===== config.mk =====
export PLATFORM = sky130hd
export DESIGN_NAME = sorted_set_insert_delete_top_flat
export DESIGN_NICKNAME = d
export VERILOG_FILES = /design/src/rtl/ssid_pkg.sv /design/src/rtl/ssid_req_if.sv /design/src/rtl/ssid_rsp_if.sv /design/src/rtl/ssid_cell.sv /design/src/rtl/sorted_set_insert_delete_top.sv /design/src/flat_wrapper.sv
export SDC_FILE = /design/constraint.sdc
export NUM_CORES = 2
export LEC_CHECK = 0
export ABC_CLOCK_PERIOD_IN_PS = 7900
export BUFFER_PORTS_ARGS = -buffer_cell sky130_fd_sc_hd__buf_2
export CORE_ASPECT_RATIO = 1.5
export CORE_UTILIZATION = 30
export DETAILED_ROUTE_END_ITERATION = 10
export GPL_ROUTABILITY_DRIVEN = 0
export PLACE_DENSITY = 0.48
export SYNTH_ARGS = -nofsm -noshare
export SYNTH_HDL_FRONTEND = slang
export SYNTH_HIERARCHICAL = 1
export SYNTH_SLANG_ARGS = --single-unit

===== constraint.sdc =====
create_clock -name clock -period 7.9 [get_ports clock]
set_input_delay 0.79 -clock clock [delete_from_list [all_inputs] [get_ports clock]]
set_output_delay 0.79 -clock clock [all_outputs]
set_load 0.01 [all_outputs]

===== src/rtl/ssid_pkg.sv =====
// ssid_pkg: shared types and constants for the sorted set block.
// No dependencies; imported by the interfaces, the cell and the top level.
`timescale 1ns / 1ps

package ssid_pkg;

   localparam int VALUE_W = 32;
   localparam int COUNT_W = 5;

   // request codes
   localparam logic CMD_INSERT = 1'b0;
   localparam logic CMD_DELETE = 1'b1;

   typedef enum logic [1:0] {
      ST_IDLE,
      ST_COMPARE,
      ST_UPDATE
   } state_type;

   // broadcast from the controller to every cell
   typedef struct packed {
      logic compare;     // latch lt/eq flags against the key
      logic shift_up;    // insert: open a slot at the sorted place
      logic shift_down;  // delete: close the slot of the match
   } cell_ctrl_type;

endpackage


===== src/rtl/ssid_req_if.sv =====
// ssid_req_if: request channel (valid/ready plus cmd and value).
// Depends on ssid_pkg for the field widths.
`timescale 1ns / 1ps

interface ssid_req_if
   import ssid_pkg::*;
();
   logic                      valid;
   logic                      ready;
   logic                      cmd;
   logic signed [VALUE_W-1:0] value;

   modport source (output valid, output cmd, output value, input ready);
   modport sink   (input valid, input cmd, input value, output ready);
endinterface


===== src/rtl/ssid_rsp_if.sv =====
// ssid_rsp_if: result channel (valid/ready plus status fields and count).
// Depends on ssid_pkg for the field widths.
`timescale 1ns / 1ps

interface ssid_rsp_if
   import ssid_pkg::*;
();
   logic               valid;
   logic               ready;
   logic               was_present;
   logic               rejected_full;
   logic [COUNT_W-1:0] count;

   modport source (output valid, output was_present, output rejected_full, output count,
                   input ready);
   modport sink   (input valid, input was_present, input rejected_full, input count,
                   output ready);
endinterface


===== src/rtl/ssid_cell.sv =====
// ssid_cell: one slot of the sorted chain; holds one value and its compare flags.
// Depends on ssid_pkg; instantiated in a row by sorted_set_insert_delete_top.
`timescale 1ns / 1ps

module ssid_cell
   import ssid_pkg::*;
(
   input  logic                      clock,
   input  logic                      reset,
   input  cell_ctrl_type             ctrl,
   input  logic                      occupied,
   input  logic signed [VALUE_W-1:0] key,
   input  logic signed [VALUE_W-1:0] left_entry,
   input  logic                      left_lt,
   input  logic signed [VALUE_W-1:0] right_entry,
   output logic signed [VALUE_W-1:0] entry,
   output logic                      lt,
   output logic                      eq
);

   logic signed [VALUE_W-1:0] entry_ff, entry_in;
   logic                      lt_ff, lt_in;
   logic                      eq_ff, eq_in;

   // compare flags; only meaningful for occupied slots
   always_comb begin
      lt_in = lt_ff;
      eq_in = eq_ff;
      if (ctrl.compare) begin
         lt_in = occupied && (entry_ff < key);
         eq_in = occupied && (entry_ff == key);
      end
   end

   // slots below the sorted place keep their word, the rest move
   always_comb begin
      entry_in = entry_ff;
      if (ctrl.shift_up && !lt_ff) begin
         entry_in = left_lt ? key : left_entry;
      end else if (ctrl.shift_down && !lt_ff) begin
         entry_in = right_entry;
      end
   end

   always_ff @(posedge clock) begin
      if (reset) begin
         lt_ff <= 1'b0;
         eq_ff <= 1'b0;
      end else begin
         lt_ff <= lt_in;
         eq_ff <= eq_in;
      end
   end

   // value storage, no reset
   always_ff @(posedge clock) begin
      entry_ff <= entry_in;
   end

   assign entry = entry_ff;
   assign lt    = lt_ff;
   assign eq    = eq_ff;

endmodule


===== src/rtl/sorted_set_insert_delete_top.sv =====
// sorted_set_insert_delete_top: sorted set of signed values held in a row of cells.
// Depends on ssid_pkg, ssid_req_if, ssid_rsp_if and ssid_cell.
`timescale 1ns / 1ps
//
//   channel | dir | handshake     | word
//   --------+-----+---------------+-------------------------------------
//   req     | in  | valid / ready | cmd (0 insert, 1 delete), value
//   rsp     | out | valid / ready | was_present, rejected_full, count
//
// Each request goes through three steps: accept, compare in every cell at once,
// then shift the row one slot up or down if the set changes. The next request
// is taken in the cycle after the update. The result sits in an output register;
// the update step waits only while that register still holds an untaken result.
// Reset clears the count and the control; stored values are not cleared.

module sorted_set_insert_delete_top
   import ssid_pkg::*;
#(
   parameter int CAPACITY = 16
) (
   input  logic       clock,
   input  logic       reset,
   ssid_req_if.sink   req,
   ssid_rsp_if.source rsp
);

   localparam int CNT_W = $clog2(CAPACITY + 1);

   state_type                 state_ff, state_in;
   logic                      cmd_ff;
   logic signed [VALUE_W-1:0] key_ff;
   logic [CNT_W-1:0]          count_ff, count_in;
   logic                      rsp_valid_ff, rsp_valid_in;
   logic                      was_present_ff, rejected_ff;
   logic [COUNT_W-1:0]        rsp_count_ff;

   cell_ctrl_type             ctrl;
   logic signed [VALUE_W-1:0] entry_vec [CAPACITY];
   logic [CAPACITY-1:0]       lt_vec;
   logic [CAPACITY-1:0]       eq_vec;

   logic found, full, rsp_free, do_update, accept;

   assign accept    = req.valid && req.ready;
   assign found     = |eq_vec;
   assign full      = (count_ff == CNT_W'(CAPACITY));
   assign rsp_free  = !rsp_valid_ff || rsp.ready;
   assign do_update = (state_ff == ST_UPDATE) && rsp_free;

   // sequencer: next state, cell control, count
   always_comb begin
      state_in        = state_ff;
      req.ready       = 1'b0;
      ctrl.compare    = 1'b0;
      ctrl.shift_up   = 1'b0;
      ctrl.shift_down = 1'b0;
      count_in        = count_ff;
      case (state_ff)
         ST_IDLE: begin
            req.ready = 1'b1;
            if (req.valid) state_in = ST_COMPARE;
         end
         ST_COMPARE: begin
            ctrl.compare = 1'b1;
            state_in     = ST_UPDATE;
         end
         ST_UPDATE: begin
            if (rsp_free) begin
               state_in = ST_IDLE;
               if (cmd_ff == CMD_INSERT && !found && !full) begin
                  ctrl.shift_up = 1'b1;
                  count_in      = count_ff + 1'b1;
               end else if (cmd_ff == CMD_DELETE && found) begin
                  ctrl.shift_down = 1'b1;
                  count_in        = count_ff - 1'b1;
               end
            end
         end
         default: state_in = ST_IDLE;
      endcase
   end

   always_ff @(posedge clock) begin
      if (reset) begin
         state_ff <= ST_IDLE;
         count_ff <= '0;
      end else begin
         state_ff <= state_in;
         count_ff <= count_in;
      end
   end

   // request word holding
   always_ff @(posedge clock) begin
      if (accept) begin
         cmd_ff <= req.cmd;
         key_ff <= req.value;
      end
   end

   // result register
   always_comb begin
      rsp_valid_in = rsp_valid_ff;
      if (do_update)       rsp_valid_in = 1'b1;
      else if (rsp.ready)  rsp_valid_in = 1'b0;
   end

   always_ff @(posedge clock) begin
      if (reset) rsp_valid_ff <= 1'b0;
      else       rsp_valid_ff <= rsp_valid_in;
   end

   always_ff @(posedge clock) begin
      if (do_update) begin
         was_present_ff <= found;
         rejected_ff    <= (cmd_ff == CMD_INSERT) && !found && full;
         rsp_count_ff   <= COUNT_W'(count_in);
      end
   end

   assign rsp.valid         = rsp_valid_ff;
   assign rsp.was_present   = was_present_ff;
   assign rsp.rejected_full = rejected_ff;
   assign rsp.count         = rsp_count_ff;

   // row of cells; each sees its neighbors' words
   for (genvar i = 0; i < CAPACITY; i++) begin : g_cell
      logic signed [VALUE_W-1:0] left_entry, right_entry;
      logic                      left_lt;
      logic                      occupied;

      assign occupied = (CNT_W'(i) < count_ff);

      if (i == 0) begin : g_first
         assign left_entry = key_ff;
         assign left_lt    = 1'b1;
      end else begin : g_mid
         assign left_entry = entry_vec[i-1];
         assign left_lt    = lt_vec[i-1];
      end

      if (i == CAPACITY - 1) begin : g_last
         assign right_entry = entry_vec[i];
      end else begin : g_inner
         assign right_entry = entry_vec[i+1];
      end

      ssid_cell u_cell (
         .clock       (clock),
         .reset       (reset),
         .ctrl        (ctrl),
         .occupied    (occupied),
         .key         (key_ff),
         .left_entry  (left_entry),
         .left_lt     (left_lt),
         .right_entry (right_entry),
         .entry       (entry_vec[i]),
         .lt          (lt_vec[i]),
         .eq          (eq_vec[i])
      );
   end

   // checks
   a_count_bound: assert property (@(posedge clock) disable iff (reset)
      count_ff <= CNT_W'(CAPACITY))
      else $error("count above capacity");

   a_accept_to_update: assert property (@(posedge clock) disable iff (reset)
      accept |-> ##2 (state_ff == ST_UPDATE))
      else $error("request did not reach the update step");

   a_lt_prefix: assert property (@(posedge clock) disable iff (reset)
      (state_ff == ST_UPDATE) |-> (((lt_vec >> 1) & ~lt_vec) == '0))
      else $error("less-than flags not a prefix: row out of order");

   a_single_match: assert property (@(posedge clock) disable iff (reset)
      (state_ff == ST_UPDATE) |-> ($countones(eq_vec) <= 1))
      else $error("value held in more than one cell");

   a_reject_only_full: assert property (@(posedge clock) disable iff (reset)
      (do_update && cmd_ff == CMD_INSERT && !found) |-> (full || ctrl.shift_up))
      else $error("insert neither placed nor rejected");

endmodule

===== src/flat_wrapper.sv =====
// flat-port wrapper written by rule: the top's interface ports become plain ports
module sorted_set_insert_delete_top_flat import ssid_pkg::*;
#(
   parameter int CAPACITY = 16
)
  (clock, reset, req_valid, req_cmd, req_value, req_ready, rsp_valid, rsp_was_present, rsp_rejected_full, rsp_count, rsp_ready);
  ssid_req_if req_i ();
  ssid_rsp_if rsp_i ();
  input  logic clock;
  input  logic reset;
  input wire logic [$bits(req_i.valid)-1:0] req_valid;
  input wire logic [$bits(req_i.cmd)-1:0] req_cmd;
  input wire logic [$bits(req_i.value)-1:0] req_value;
  output wire logic [$bits(req_i.ready)-1:0] req_ready;
  output wire logic [$bits(rsp_i.valid)-1:0] rsp_valid;
  output wire logic [$bits(rsp_i.was_present)-1:0] rsp_was_present;
  output wire logic [$bits(rsp_i.rejected_full)-1:0] rsp_rejected_full;
  output wire logic [$bits(rsp_i.count)-1:0] rsp_count;
  input wire logic [$bits(rsp_i.ready)-1:0] rsp_ready;
  assign req_i.valid = req_valid;
  assign req_i.cmd = req_cmd;
  assign req_i.value = req_value;
  assign req_ready = req_i.ready;
  assign rsp_valid = rsp_i.valid;
  assign rsp_was_present = rsp_i.was_present;
  assign rsp_rejected_full = rsp_i.rejected_full;
  assign rsp_count = rsp_i.count;
  assign rsp_i.ready = rsp_ready;
  sorted_set_insert_delete_top #(.CAPACITY(CAPACITY)) u_core (.clock(clock), .reset(reset), .req(req_i), .rsp(rsp_i));
endmodule

==> results.py <==
metrics = {
    "outcome": {
        "status": "completed",
    },
    "sta": {
        "setup_violations": 0,
        "tns_ns": 0,
        "rsz0062_at_grt": "no",
        "worst_pin_slew_ns": 1.13,
        "slew_viol_final": 0,
        "fmax_mhz": 222,
        "fin_crit_sh_pct": 57.1,
        "hold_violations": 0,
        "max_slew_margin_pct": 24.9,
        "finalClockSkew_ns": 0.0295,
        "holdWs_ns": 0.319,
        "fin_crit_ns": 4.51,
    },
    "floorplanning": {
        "dieArea_um2": 142000,
        "chipWidth_um": 308,
        "start_util_pct": 30.2,
        "rows": 168,
        "io_pins": 46,
        "coreArea_um2": 140000,
        "die_y_um": 461,
    },
    "clocking": {
        "insertion_delay_ns": 0.65,
        "cts.sinks": 592,
        "post-cts-setup-buffers": 0,
        "cts_buffers": 70,
        "clock_path_buffers": 3,
        "path_clk_slew_ns": 0.06,
        "cts-hold-fix-buffers": 0,
        "post_cts_resized": 0,
        "htree_levels": 3,
        "cts_tree": "yes",
        "cts_root_buf": "clkbuf_16",
    },
    "synthesis": {
        "async_flop_share_pct": 0,
        "synth_cell_types": 45,
        "synth_commonest_cells": "nand2_1 (683), o21ai_0 (563), edfxtp_1 (552)",
        "ys_seq_area_share_pct": 41.3,
        "syn-num-nets": 4987,
        "synth_top_area_share_pct": 39.4,
        "synth_flop_cell": "edfxtp_1",
        "ys_warn_count": 6,
        "syn_area_um2": 42100,
        "synth-edff-count": 552,
        "ys_top_cells_by_area": "edfxtp_1 (39%), ha_1 (15%), mux2i_1 (12%), o21ai_0 (6.7%), nand2_1 (6.1%)",
        "postSynthAreaPerCell_um2": 9.49,
        "synth.largest_area_cell": "edfxtp_1",
        "ys_ff_latch": 592,
        "synth_most_common_cell": "nand2_1",
        "netlist_instances": 4434,
    },
    "min_path": {
        "worstHoldPathType": "in -> reg",
    },
    "place": {
        "port_buffers": 45,
        "dpl_cell_area_um2": 44500,
        "dpl.cell_count": 6225,
        "dp_hpwl_mm": 88.3,
    },
    "finish": {
        "register_area_um2": 17400,
        "fin_nets": 4980,
        "final_area_um2": 46700,
        "antenna_cells": 0,
        "final_core_util_pct": 33.5,
        "syn2layout_area_growth_pct": 11.0,
        "multiInputGateArea_um2": 22200,
        "final_cells": 6353,
        "drive_gt1_share_pct": 5.96,
        "final.fill_count": 14400,
    },
    "critical_path": {
        "arrival_ns": 4.85,
        "cpPeakStageDelay_ns": 0.83,
        "worstPathRequired_ns": 8.24,
        "start_kind": "flop",
        "cp-end-kind": "flop",
        "cp_num_buf_inv": 1,
        "crit_type": "reg -> reg",
        "crit_fanout": 64,
        "cp_cell_sequence": "nor4_1 > nand4_1 > nand2b_1 > nor4_2 > buf_4 > nand2b_2 > nand2_1 > o21ai_0",
        "cp_slowest_cell": "nand4_1",
        "crit_family": "simple AND/OR/NAND/NOR gates",
    },
    "power_and_ir_drop": {
        "p_leak_nw": 19.0,
        "ir_drop_v": 0.000241,
        "cellPowerDensity_nw_per_um2": 161,
    },
    "job": {
        "maxCapViolations": 0,
    },
    "drt": {
        "drt_iter0_markers": 1572,
        "routed_via_density": 4.82,
        "vias": 30600,
        "dr.pass1.iters": 5,
        "ant_nets": 0,
        "routed_wl_mm": 113,
        "drc": 0,
        "wl_per_cell_um": 17.8,
    },
    "global_route": {
        "antenna_found_initial": 0,
        "grt_pass1_vias": 31500,
        "gr-total-overflow": 0,
        "track_usage_pct": 15.9,
        "grt_pass1_wl_mm": 177,
        "grt_max_degree": 74,
    },
}
[registers in the layout, summed over array words and instances, names as in the netlist]
register / cells
u_core/g_cell.u_cell/lt: 16
u_core/rsp.was_present: 1
u_core/g_cell.u_cell/eq: 16
u_core/rsp.rejected_full: 1
u_core/g_cell.left_entry: 32
u_core/cmd_ff: 1
u_core/state_ff: 2
u_core/rsp.valid: 1
u_core/rsp.count: 5
u_core/g_cell.u_cell/entry: 512
u_core/count_ff: 5
[routing by layer]
layer	up-vias	global-route usage [%]	wire (µm)
met2	382	30.9	60900
met5	-	0	0
met1	14200	17.3	45000
li1	15800	-	-
met3	163	1.26	2480
met4	0	7.13	4610
[cells by family (layout without fill, tap and decap cells)]
kind of cell | count (synthesis) | after routing | synth area share (%)
muxes | 516 | 516 | 12.3
adders and majority gates | 516 | 516 | 15.3
AOI/OAI and AO/OA | 942 | 942 | 12.3
and+or+nand+nor | 1161 | 1161 | 12.3
DFF | 592 | 592 | 41.3
other | 1 | 1 | 0.00891
buffers and inverters | 702 | 751 | 6.44
xor gates and xnor gates | 4 | 4 | 0.0832
[worst reg2reg max path, delay by kind of cell, from the launching register on]
| family | cells | cell delay [ns] |
|---|---|---|
| buffers and inverters | 1 | 0.58 |
| flip-flops | 1 | 0.31 |
| AND/OR/NAND/NOR | 6 | 3.21 |
| AO/OA/AOI/OAI | 1 | 0.12 |
[layout make-up]
| cell class | instances | area share (%) |
|---|---|---|
| Tap cell | 1870 | 5.01 |
| Timing Repair Buffer | 106 | 1.46 |
| Clock buffer | 96 | 4.09 |
| Sequential cell | 592 | 37.2 |
| Inverter | 517 | 4.15 |
| Multi-Input combinational cell | 3140 | 47.4 |
| Clock inverter | 32 | 0.632 |
[final timing paths]
kind | start | end | slack, ns | cells after the start
setup / recovery | u_core/g_cell[13].u_cell/eq | u_core/g_cell[3].u_cell/entry[6] | 3.39 | 8
hold / removal | req_value[4] | u_core/g_cell[0].left_entry[4] | 0.32 | 1
setup reg to reg | u_core/g_cell[13].u_cell/eq | u_core/g_cell[3].u_cell/entry[6] | 3.39 | 8
hold reg to reg | u_core/g_cell[9].u_cell/eq | u_core/g_cell[9].u_cell/eq | 0.47 | 2
[metrics by stage]
stage / setup WS (ns) / power (mW)
5_1_grt: 3.07 / 7.87
6_report: 3.39 / 7.54
4_1_cts: 3.36 / 7.68
3_5_place_dp: 3.34 / 4.37
3_3_place_gp: 3.45 / 4.34
2_1_floorplan: 2.38 / 4.11
[power breakdown]
group	switching, mW	internal, mW	total (mW)
sequential	0.0384	3.47	3.51
clock	1.39	1.86	3.25
combinational	0.511	0.267	0.778
[layout by cell type, fill, tap and decap left out, drive strengths merged, types with 17 or more instances in the layout]
cell    count
a21o       19
a21oi     241
buf       106
clkbuf     96
clkinv     24
dfxtp      40
edfxtp    552
ha        516
inv       520
mux2i     515
nand2     683
nand2b     37
nand3      68
nand4     113
nor2      121
nor2b      23
nor3       35
nor3b      17
nor4       39
o211ai     32
o21ai     564
or3        17
(Power assumes the default switching activity.)
